### src/sebp_pkg.sv
package sebp_pkg;

    localparam int COUNT_W   = 16;
    localparam int WORD_W    = 64;
    localparam int BIT_CNT_W = 7;

    // Transfer counts that select the long (14-bit) address form.
    localparam logic [COUNT_W-1:0] LONG_COUNT_A = 16'h0011;
    localparam logic [COUNT_W-1:0] LONG_COUNT_B = 16'h0051;

    // Bit counter marks within one command.
    localparam logic [BIT_CNT_W-1:0] ADDR_FIRST_BIT = 7'd3;
    localparam logic [BIT_CNT_W-1:0] SHORT_ADDR_END = 7'd9;
    localparam logic [BIT_CNT_W-1:0] LONG_ADDR_END  = 7'h11;
    localparam logic [BIT_CNT_W-1:0] DUMMY_READS    = 7'd4;
    localparam logic [BIT_CNT_W-1:0] WORD_END       = 7'h40;
    localparam logic [BIT_CNT_W-1:0] STOP_END       = 7'h41;

    typedef struct packed {
        logic               action;
        logic               write_bit;
        logic [COUNT_W-1:0] dma_count;
    } t_item;

    typedef struct packed {
        logic read_bit;
        logic committed;
        logic large_size;
        logic in_use;
    } t_result;

endpackage

### src/sebp_core.sv
module sebp_core #(
    parameter int STORE_WORDS = 1024
) (
    input  logic                                i_clk,
    input  logic                                i_rst_n,
    input  logic                                i_advance,
    input  sebp_pkg::t_item                     i_item,
    input  logic [sebp_pkg::WORD_W-1:0]         i_rd_data,
    output sebp_pkg::t_result                   o_result,
    output logic [$clog2(STORE_WORDS)-1:0]      o_rd_addr,
    output logic                                o_wr_en,
    output logic [$clog2(STORE_WORDS)-1:0]      o_wr_addr,
    output logic [sebp_pkg::WORD_W-1:0]         o_wr_data
);
    import sebp_pkg::*;

    localparam int AW = $clog2(STORE_WORDS);
    localparam logic [AW:0] MODULUS = (AW + 1)'(STORE_WORDS);

    typedef enum logic [4:0] {
        MODE_IDLE   = 5'b00001,
        MODE_ADDR   = 5'b00010,
        MODE_RDWAIT = 5'b00100,
        MODE_RDDATA = 5'b01000,
        MODE_WRDATA = 5'b10000
    } t_mode;

    t_mode                r_mode,     n_mode;
    logic [BIT_CNT_W-1:0] r_bit_cnt,  n_bit_cnt;
    logic [AW-1:0]        r_word_addr, n_word_addr;
    logic [WORD_W-1:0]    r_shift,    n_shift;
    logic [AW-1:0]        r_residue,  n_residue;
    logic                 r_used,     n_used;
    logic                 r_long,     n_long;

    logic [BIT_CNT_W-1:0] w_cnt_inc;
    logic [WORD_W-1:0]    w_shift_in;
    logic [AW:0]          w_res_dbl;
    logic [AW-1:0]        w_res_step;
    logic                 w_long_cnt;
    logic                 w_cmd_read;
    logic                 w_read_bit;
    logic                 w_commit;

    assign w_cnt_inc  = r_bit_cnt + 1'b1;
    assign w_shift_in = {r_shift[WORD_W-2:0], i_item.write_bit};
    assign w_long_cnt = (i_item.dma_count == LONG_COUNT_A) ||
                        (i_item.dma_count == LONG_COUNT_B);

    // Running remainder of the long address: one doubling and one
    // conditional subtract per address bit keeps it below the store depth.
    assign w_res_dbl  = {r_residue, i_item.write_bit};
    assign w_res_step = (w_res_dbl >= MODULUS) ? AW'(w_res_dbl - MODULUS) : w_res_dbl[AW-1:0];

    always_comb begin
        n_mode      = r_mode;
        n_bit_cnt   = r_bit_cnt;
        n_word_addr = r_word_addr;
        n_shift     = r_shift;
        n_residue   = r_residue;
        n_used      = r_used;
        n_long      = r_long;
        w_read_bit  = 1'b0;
        w_commit    = 1'b0;
        w_cmd_read  = 1'b0;

        if (!i_item.action) begin
            unique case (r_mode)
                MODE_RDWAIT: begin
                    n_bit_cnt = w_cnt_inc;
                    if (w_cnt_inc == DUMMY_READS) begin
                        n_mode    = MODE_RDDATA;
                        n_bit_cnt = '0;
                    end
                end
                MODE_RDDATA: begin
                    w_read_bit = i_rd_data[~r_bit_cnt[5:0]];
                    n_bit_cnt  = w_cnt_inc;
                    if (w_cnt_inc == WORD_END) begin
                        n_mode = MODE_IDLE;
                    end
                end
                default: begin
                    w_read_bit = 1'b1;
                end
            endcase
        end else if (i_item.dma_count != '0) begin
            unique case (r_mode)
                MODE_IDLE: begin
                    n_shift   = w_shift_in;
                    n_bit_cnt = BIT_CNT_W'(1);
                    n_mode    = MODE_ADDR;
                end
                MODE_ADDR: begin
                    n_shift   = w_shift_in;
                    n_bit_cnt = w_cnt_inc;
                    n_residue = (w_cnt_inc == ADDR_FIRST_BIT) ?
                                AW'(i_item.write_bit) : w_res_step;
                    if (w_long_cnt && w_cnt_inc == LONG_ADDR_END) begin
                        n_long      = 1'b1;
                        n_used      = 1'b1;
                        n_word_addr = r_residue;
                        w_cmd_read  = r_shift[14];
                    end else if (!w_long_cnt && w_cnt_inc == SHORT_ADDR_END) begin
                        n_long      = 1'b0;
                        n_used      = 1'b1;
                        n_word_addr = AW'(r_shift[5:0]);
                        w_cmd_read  = r_shift[6];
                    end
                    if ((w_long_cnt && w_cnt_inc == LONG_ADDR_END) ||
                        (!w_long_cnt && w_cnt_inc == SHORT_ADDR_END)) begin
                        if (w_cmd_read) begin
                            n_mode    = MODE_RDWAIT;
                            n_bit_cnt = '0;
                        end else begin
                            // The bit that closes the address is the first data bit.
                            n_mode    = MODE_WRDATA;
                            n_bit_cnt = BIT_CNT_W'(1);
                        end
                    end
                end
                MODE_RDWAIT, MODE_RDDATA: begin
                    n_mode = MODE_IDLE;
                end
                MODE_WRDATA: begin
                    n_shift   = w_shift_in;
                    n_bit_cnt = w_cnt_inc;
                    if (w_cnt_inc == WORD_END) begin
                        n_used   = 1'b1;
                        w_commit = 1'b1;
                    end else if (w_cnt_inc == STOP_END) begin
                        n_mode    = MODE_IDLE;
                        n_bit_cnt = '0;
                    end
                end
                default: begin
                    n_mode = MODE_IDLE;
                end
            endcase
        end
    end

    always_ff @(posedge i_clk) begin
        if (!i_rst_n) begin
            r_mode      <= MODE_IDLE;
            r_bit_cnt   <= '0;
            r_word_addr <= '0;
            r_used      <= 1'b0;
            r_long      <= 1'b0;
        end else if (i_advance) begin
            r_mode      <= n_mode;
            r_bit_cnt   <= n_bit_cnt;
            r_word_addr <= n_word_addr;
            r_used      <= n_used;
            r_long      <= n_long;
        end
    end

    always_ff @(posedge i_clk) begin
        if (i_advance) begin
            r_shift   <= n_shift;
            r_residue <= n_residue;
        end
    end

    assign o_result.read_bit   = w_read_bit;
    assign o_result.committed  = w_commit;
    assign o_result.large_size = n_long;
    assign o_result.in_use     = n_used;

    assign o_rd_addr = r_word_addr;
    assign o_wr_en   = i_advance && w_commit;
    assign o_wr_addr = r_word_addr;
    assign o_wr_data = w_shift_in;

endmodule

### config.mk
export PLATFORM = sky130hd
export DESIGN_NAME = sebp_core
export DESIGN_NICKNAME = d
export VERILOG_FILES = /design/src/sebp_pkg.sv /design/src/sebp_core.sv
export SDC_FILE = /design/constraint.sdc
export NUM_CORES = 1
export LEC_CHECK = 0
export BUFFER_PORTS_ARGS = -buffer_cell sky130_fd_sc_hd__buf_2
export CORE_UTILIZATION = 53
export DETAILED_ROUTE_END_ITERATION = 6
export PLACE_DENSITY = 0.82
export REMOVE_ABC_BUFFERS = 1
export SLEW_MARGIN = 20
export SYNTH_ARGS = -nofsm -noshare
export SYNTH_HDL_FRONTEND = slang
export SYNTH_SLANG_ARGS = --single-unit
export TNS_END_PERCENT = 5
### constraint.sdc
create_clock -name i_clk -period 11.2 [get_ports i_clk]
set_clock_uncertainty 0.1 [all_clocks]
set_input_delay 1.12 -clock i_clk [delete_from_list [all_inputs] [get_ports i_clk]]
set_output_delay 1.12 -clock i_clk [all_outputs]
set_load 0.01 [all_outputs]
**After elaboration in Yosys (flattened, before gate mapping)**

Index checks and enable logic that the tools add are counted.
Widths: inputs -> output; s select.

- Flip-flop bits (word level): 97
- Output and inout bits: 89
- Logic and storage cells: 95

- Add/subtract/negate cells: 2
- Order comparisons: 2
- Equal/unequal tests: 20
- Multiplexer cells: 47
- Bitwise logic cells: 1
- Reductions and logical operators: 15

Operators by type and width:

| operator | number |
|---|---|
| $mux 7 | 6 |
| $mux 5 | 8 |
| $mux 10 | 3 |
| $mux 1 | 23 |
| $pmux 7 s3 | 1 |
| $eq 16x5->1 const B | 1 |
| $eq 16x7->1 const B | 1 |
| $reduce_bool 16->1 | 1 |
| $ne 3x3->1 const B | 5 |
| $pmux 5 s3 | 1 |
| $eq 7x7->1 const B | 2 |
| $pmux 7 s2 | 1 |
| $reduce_and 4->1 | 3 |
| $ge 11x11->1 const B | 1 |
| $pmux 5 s2 | 1 |
| $sub 10x1->10 const B | 1 |
| $reduce_and 8->1 | 1 |
| $add 7x1->7 const B | 1 |
| $eq 7x2->1 const B | 1 |
| $eq 7x3->1 const B | 1 |
| $eq 7x4->1 const B | 1 |
| $eq 7x5->1 const B | 1 |
| $lt 6x7->1 const B | 1 |
| $bmux 1 s6 | 1 |
| 16 further kinds | 20 |

**Depth between registers and ports, before layout**

Gate-level depths: netlist of the first run.

- Depth in word-level cells: 14
- Gate-level depth with buffers: 10

**Worst setup path before layout of the first run**

OpenSTA, ideal clock, no wires.

- Path kind: in2reg
- From: input i_item[2] in the netlist's numbering
- To: register r_shift[0] (enable)
- Setup time: 505 ps
- Arrival time: 4,685 ps
- Required time: 10,595 ps
- Slack: 5,910 ps
- Stages: 5
- Path through: nor4_1 -> nand4_1 -> or2_2 -> nand3_1 -> a21oi_1

- Word-level cells in the longest chain between the ends: 2

Ends and longest elaborated chain:

| element | RTL line | RTL |
|---|---|---|
| start, declared | sebp_core.sv:7 | `input sebp_pkg::t_item i_item,` |
| $reduce_bool 16->1 | sebp_core.sv:87 | `end else if (i_item.dma_count != '0) begin` |
| $reduce_and 4->1 (no line) | -- |  |
| end signal, assigned | sebp_core.sv:161 | `r_shift <= n_shift;` |
| end, declared | sebp_core.sv:31 | `logic [WORD_W-1:0] r_shift, n_shift;` |

Every way passes these cells.
A chain may end at the register's enable or synchronous reset.

==> results of run 1 <==
## worst reg2reg max path, delay by kind of cell (launching register included)
kind | cells | cell delay, ps
DFF | 1 | 1000
muxes | 1 | 270
and+or+nand+nor | 3 | 890
adders and majority gates | 1 | 540
AOI/OAI and AO/OA | 3 | 1080
## state kept, by name (all words and copies together) (netlist names)
| signal | cells |
|---|---|
| r_shift | 63 |
| r_residue | 10 |
| r_used | 1 |
| r_bit_cnt | 7 |
| r_long | 1 |
| o_rd_addr | 10 |
| r_mode | 5 |
## path summary, 6_finish.rpt
| path | start | slack [ps] | end |
|---|---|---|---|
| max reg2reg | r_bit_cnt[1]$_SDFFE_PN0P_ | 7230 | o_rd_addr[0]$_SDFFE_PN0P_ |
| max | r_bit_cnt[1]$_SDFFE_PN0P_ | 6410 | o_result[0] |
| min | r_shift[50]$_DFFE_PP_ | 350 | r_shift[51]$_DFFE_PP_ |
| min reg2reg | r_shift[50]$_DFFE_PP_ | 350 | r_shift[51]$_DFFE_PP_ |
## routing by layer
layer / part of all wire / GRT usage / wire length, um / vias up
li1: - / - / - / 1731
met1: 0.41 / 0.3192 / 4539 / 1758
met2: 0.51 / 0.4286 / 5700 / 168
met3: 0.056 / 0.04502 / 618 / 28
met4: 0.023 / 0.1007 / 261 / 0
met5: 0 / 0 / 0 / -
## cells by family after synthesis
| logic type | share of synthesized area |
|---|---|
| muxes | 0.1048 |
| AOI/OAI and AO/OA | 0.1016 |
| DFF | 0.5723 |
| xor gates and xnor gates | 0.001876 |
| buffers and inverters | 0.04877 |
| adders and majority gates | 0.01072 |
| and+or+nand+nor | 0.1600 |
## per-stage QoR
step / power [uW] / setup slack (ps) / utilization
after global placement: 486.9 / 6958 / 0.6561
after CTS: 706.4 / 6425 / 0.6795
final: 701.7 / 6408 / 0.6795
after global routing: 729.6 / 6140 / 0.6795
after detailed placement: 490.3 / 6827 / 0.6561
after floorplan: 453.8 / 5910 / -
## final cells by class
class | instances | area [sq um]
multi-input cells | 235 | 1780
fillers | 629 | 2686
clock inverters | 7 | 72.57
flip-flops and latches | 97 | 2673
inverters | 9 | 33.78
well taps | 105 | 131.4
clock buffers | 9 | 123.9
repair buffers | 175 | 880.8
## Yosys cell counts, types with 5 or more instances
| cell | count | area share |
|---|---|---|
| a21oi_1 | 11 | 0.012 |
| a31oi_1 | 7 | 0.0094 |
| buf_4 | 16 | 0.026 |
| clkbuf_1 | 8 | 0.0064 |
| dfxtp_1 | 24 | 0.10 |
| edfxtp_1 | 73 | 0.47 |
| inv_1 | 8 | 0.0064 |
| mux2i_1 | 7 | 0.015 |
| mux4_2 | 18 | 0.087 |
| nand2_1 | 44 | 0.035 |
| nand2b_1 | 5 | 0.0067 |
| nand3_1 | 15 | 0.016 |
| nor2_1 | 22 | 0.018 |
| nor2b_1 | 11 | 0.015 |
| nor3_1 | 6 | 0.0064 |
| nor4_1 | 9 | 0.012 |
| o21ai_0 | 7 | 0.0075 |
| o21ai_1 | 5 | 0.0054 |
## report_power, final
group / internal, uW / switching, uW
Combinational: 34.4 / 38.3
Clock: 87.1 / 133
Sequential: 401 / 8.04
Total: 523 / 179
==> metrics.md, run 1 <==
| Metric | Value |
|---|---|
| Max stage delay on crit path | 1000 ps |
| Fin. max-slew vios | 0 |
| Unrepaired setup endpoints after global routing | no |
| HP Class | reg2reg |
| Worst-Skew Late Latency | 370 ps |
| Max Freq | 0.2087 GHz |
| First-pass DRT Iterations | 4 |
| Tmin final | 4792 ps |
| Total gr overflow | 0 |
| # port buffers | 173 |
| Die area | 0.009190 sq mm |
| Crit path max fanout | 27 |
| Setup CP Type | reg2out |
| Final WL | 11120 um |
| First-pass GRT wire length | 17190 um |
| Clock Root Buffer | clkbuf_8 |
| Worst R2R Path Depth | 8 |
| Placed cell area | 0.005499 sq mm |
| Clk buf depth | 2 |
| CTS Sinks | 97 |
| Worst rel slew slack | 0.3282 |
| Layout cell share with drive strength beyond 1 | 0.4211 |
| Max-cap viol count | 0 |
| WP buf/inv | 1 |
| Final Hold Viols | 0 |
| Library cells used by synthesis | 65 |
| Worst-path clk slew | 100 ps |
| Leakage | 0.002195 uW |
| Depth of the worst hold-timing path | 0 |
| Synth Area per Inst | 12.52 sq um |
| CTS tree | yes |
| Final Cell Area | 0.005695 sq mm |
| Row count | 33 |
| Crit path capture type | primary output |
| Seq/Total Area, Yosys | 0.5723 |
| Vias/cell | 5.785 |
| Gpl congestion | 0.9579 |
| Post-Syn Area | 0.004669 sq mm |
| CP Launch Type | register |
| Die height | 95.87 um |
| Hold buffers post-CTS | 0 |
| Post-synth EDFFs | 73 |
| Synthesized flop and latch total | 97 |
| Starting Density | 0.5571 |
| Synth warnings | 0 |
| Crit-path cells | ha_1 -> nand3_2 -> mux2i_2 -> a21oi_2 -> or4b_4 -> a21oi_1 -> o21ai_0 -> nand2_1 -> buf_2 |
| Worst EP required | 9980 ps |
| DRC | 0 |
| # diodes | 0 |
| DR vias | 3685 |
| Commonest cells after routing, fill and taps aside | 173 x buf_2, 73 x edfxtp_1, 44 x nand2_1 |
| Max VDD drop | 81.98 uV |
| Layout Cells excl Fill | 637 |
| Worst Path Arrival | 3570 ps |
| Slowest CP cell | dfxtp_1 |
| Pwr dens | 123.2 mW/mm^2 |
| Post-synth ARST share | 0 |
| Die width | 95.87 um |
| Status | finished clean |
| Syn Inst Count | 373 |
| Avg WL per Cell | 17.46 um |
| Final setup viols | 0 |
| Ys flop type | edfxtp_1 |
| Worst-Margin Slew | 1006 ps |
| Vias in the first global route | 3584 |
| CP Depth | 9 |
| Initial antenna violation count | 0 |
| Placed cell count | 621 |
| H-tree Lvls | 3 |
| GRT Total Usage | 0.2519 |
| Setup TNS | 0 ps |
| Nets | 616 |
| Hold Slack | 354.6 ps |
| Area Overhead vs Synth | 21.97% |
| Post-CTS Setup Inserts | 0 |
| Boundary pin count | 174 |
| Final ANT Viol Nets | 0 |
| Leading cell type in the layout, fill and taps excluded | buf_2 |
| Core area | 0.008382 sq mm |
| Detailed Place HPWL | 8314 um |
| Period utilization | 0.4278 |
| CTS Buf Count | 9 |
| Top delay family on crit path | flip-flops |
| Largest net degree at the start of global routing | 64 |
| Post_cts resized | 0 |
| First DRT Iteration DRCs | 230 |
No activity file was read; power rests on OpenSTA's default activity.
==> inputs of run 2 (changes only) <==
--- a/config.mk
+++ b/config.mk
@@ -6,9 +6,9 @@
 export NUM_CORES = 1
 export LEC_CHECK = 0
 export BUFFER_PORTS_ARGS = -buffer_cell sky130_fd_sc_hd__buf_2
-export CORE_UTILIZATION = 53
+export CORE_UTILIZATION = 45
 export DETAILED_ROUTE_END_ITERATION = 6
-export PLACE_DENSITY = 0.82
+export PLACE_DENSITY = 0.74
 export REMOVE_ABC_BUFFERS = 1
 export SLEW_MARGIN = 20
 export SYNTH_ARGS = -nofsm -noshare
==> constraint.sdc (replaced) <==
create_clock -name i_clk -period 4 [get_ports i_clk]
set_clock_uncertainty 0.1 [all_clocks]
set_input_delay 0.4 -clock i_clk [delete_from_list [all_inputs] [get_ports i_clk]]
set_output_delay 0.4 -clock i_clk [all_outputs]
set_load 0.01 [all_outputs]
==> run 2 against run 1 <==
  * Total power grew to 2.8 times the previous value
  * Core utilization shrank 10 points
  * Worst hold slack lost 220 ps
  * Sequential power grew to 2.8 times the previous value
  * Critical endpoint unchanged
==> metrics.md, run 2 (synthesis results as in run 1) <==
| Metric | Value |
|---|---|
| Worst rel slew slack | 0.4263 |
| WP buf/inv | 1 |
| Clk buf depth | 2 |
| Combinational share of power | 0.104 |
| Max-cap viol count | 0 |
| Top delay family on crit path | simple AND/OR/NAND/NOR gates |
| DR vias | 3617 |
| # diodes | 0 |
| Detailed Place HPWL | 7737 um |
| Hold buffers post-CTS | 0 |
| Largest register FFs | 63 |
| Boundary pin count | 174 |
| Max Freq | 0.2841 GHz |
| Starting Density | 0.4712 |
| Layout cell share with drive strength beyond 1 | 0.4203 |
| Tmin final | 3520 ps |
| Total gr overflow | 0 |
| DRC | 0 |
| Initial antenna violation count | 0 |
| CTS Buf Count | 9 |
| First-pass DRT Iterations | 4 |
| Final Hold Viols | 0 |
| GRT Total Usage | 0.1996 |
| Placed cell count | 651 |
| Register share of total power | 0.579 |
| # port buffers | 173 |
| Sw Share | 0.2335 |
| Die width | 103.9 um |
| Slowest CP cell | dfxtp_1 |
| HP Class | in2reg |
| Leakage | 0.002206 uW |
| Final ANT Viol Nets | 0 |
| Final setup viols | 0 |
| Setup CP Type | reg2out |
| Row count | 36 |
| CTS tree | yes |
| CP Depth | 8 |
| Largest net degree at the start of global routing | 64 |
| Layout Cells excl Fill | 666 |
| First-pass GRT wire length | 17080 um |
| Post-CTS Setup Inserts | 0 |
| Internal power | 1512 uW |
| Crit path capture type | primary output |
| Leading cell type in the layout, fill and taps excluded | buf_2 |
| Worst-path clk slew | 90 ps |
| Vias/cell | 5.431 |
| Fin. max-slew vios | 0 |
| CTS Sinks | 97 |
| Final core occ | 0.5794 |
| Reg2Reg Setup Slack | 700 ps |
| First DRT Iteration DRCs | 203 |
| Final WL | 10390 um |
| Setup TNS | 0 ps |
| Max VDD drop | 236.3 uV |
| Net load switching power | 460.6 uW |
| Worst Path Arrival | 3020 ps |
| Clock Root Buffer | clkbuf_8 |
| Unrepaired setup endpoints after global routing | no |
| Commonest cells after routing, fill and taps aside | 173 x buf_2, 73 x edfxtp_1, 44 x nand2_1 |
| Worst EP required | 3500 ps |
| Status | finished clean |
| Core area | 0.009910 sq mm |
| CP Launch Type | register |
| Depth of the worst hold-timing path | 1 |
| Worst-Margin Slew | 857.4 ps |
| Crit path max fanout | 17 |
| Vias in the first global route | 3514 |
| Reg with most FFs | r_shift |
| Die area | 0.01079 sq mm |
| Area Overhead vs Synth | 22.96% |
| Clock power share | 0.317 |
| Period utilization | 0.8801 |
| Post_cts resized | 0 |
| Gpl congestion | 0.8814 |
| Die height | 103.9 um |
| Max stage delay on crit path | 780 ps |
| H-tree Lvls | 3 |
| Worst-Skew Late Latency | 360 ps |
| Crit-path cells | nand3_1 -> or2_1 -> a211o_1 -> nand4_1 -> a21oi_1 -> o21ai_0 -> nand2_1 -> buf_2 |
| Avg WL per Cell | 15.59 um |
| Nets | 618 |
| Pwr dens | 343.6 mW/mm^2 |
| Worst R2R Path Depth | 7 |
## run 2: layer usage
metal / vias up / global-route usage / share of wire
met5: - / 0 / 0
met1: 1718 / 0.2502 / 0.42
met4: 0 / 0.08163 / 0.026
met3: 21 / 0.05138 / 0.068
li1: 1733 / - / -
met2: 145 / 0.3295 / 0.48
## run 2: stage by stage
stage	power [uW]	hold slack [ps]	setup slack [ps]	cell area [sq um]
after floorplan	1271	339.5	-570.0	4476
after global placement	1367	326.9	850.0	5549
after detailed placement	1373	327.8	727.9	5549
after CTS	1996	119.0	419.1	5742
after global routing	2052	120.1	161.7	5742
final	1973	139.4	479.6	5742
## run 2: layout make-up
cell class	instances	area (sq um)
clock buffer	10	127.6
timing repair buffer	177	895.9
fill	864	4168
tap	133	166.4
sequential	97	2673
multi-input combinational	235	1780
clock inverter	5	65.06
inverter	9	33.78
## run 2: path summary, 6_finish.rpt
check,startpoint,end
worst max-delay path,r_bit_cnt[2]$_SDFFE_PN0P_,o_result[0]
worst min-delay path,i_item[16],r_residue[0]$_DFFE_PP_
worst max register to register,r_bit_cnt[2]$_SDFFE_PN0P_,o_rd_addr[2]$_SDFFE_PN0P_
worst min register to register,r_shift[7]$_DFFE_PP_,r_shift[8]$_DFFE_PP_
## run 2: power groups by stage
stage,logic (uW),registers (uW),clock network [uW]
2_1_floorplan,81.7,1190,0
3_3_place_gp,203,1160,0
3_5_place_dp,207,1170,0
4_1_cts,207,1140,646
5_1_grt,223,1150,680
6_report,205,1140,626
## run 2: worst register-to-register path, cell delays in order (launching register included)
cell and delay (ps):
dfxtp_1 780, nand3_1 280, nor4_1 320, a211o_1 180, nand4_1 420, a211oi_4 770
nor2_1 90, a311oi_1 260
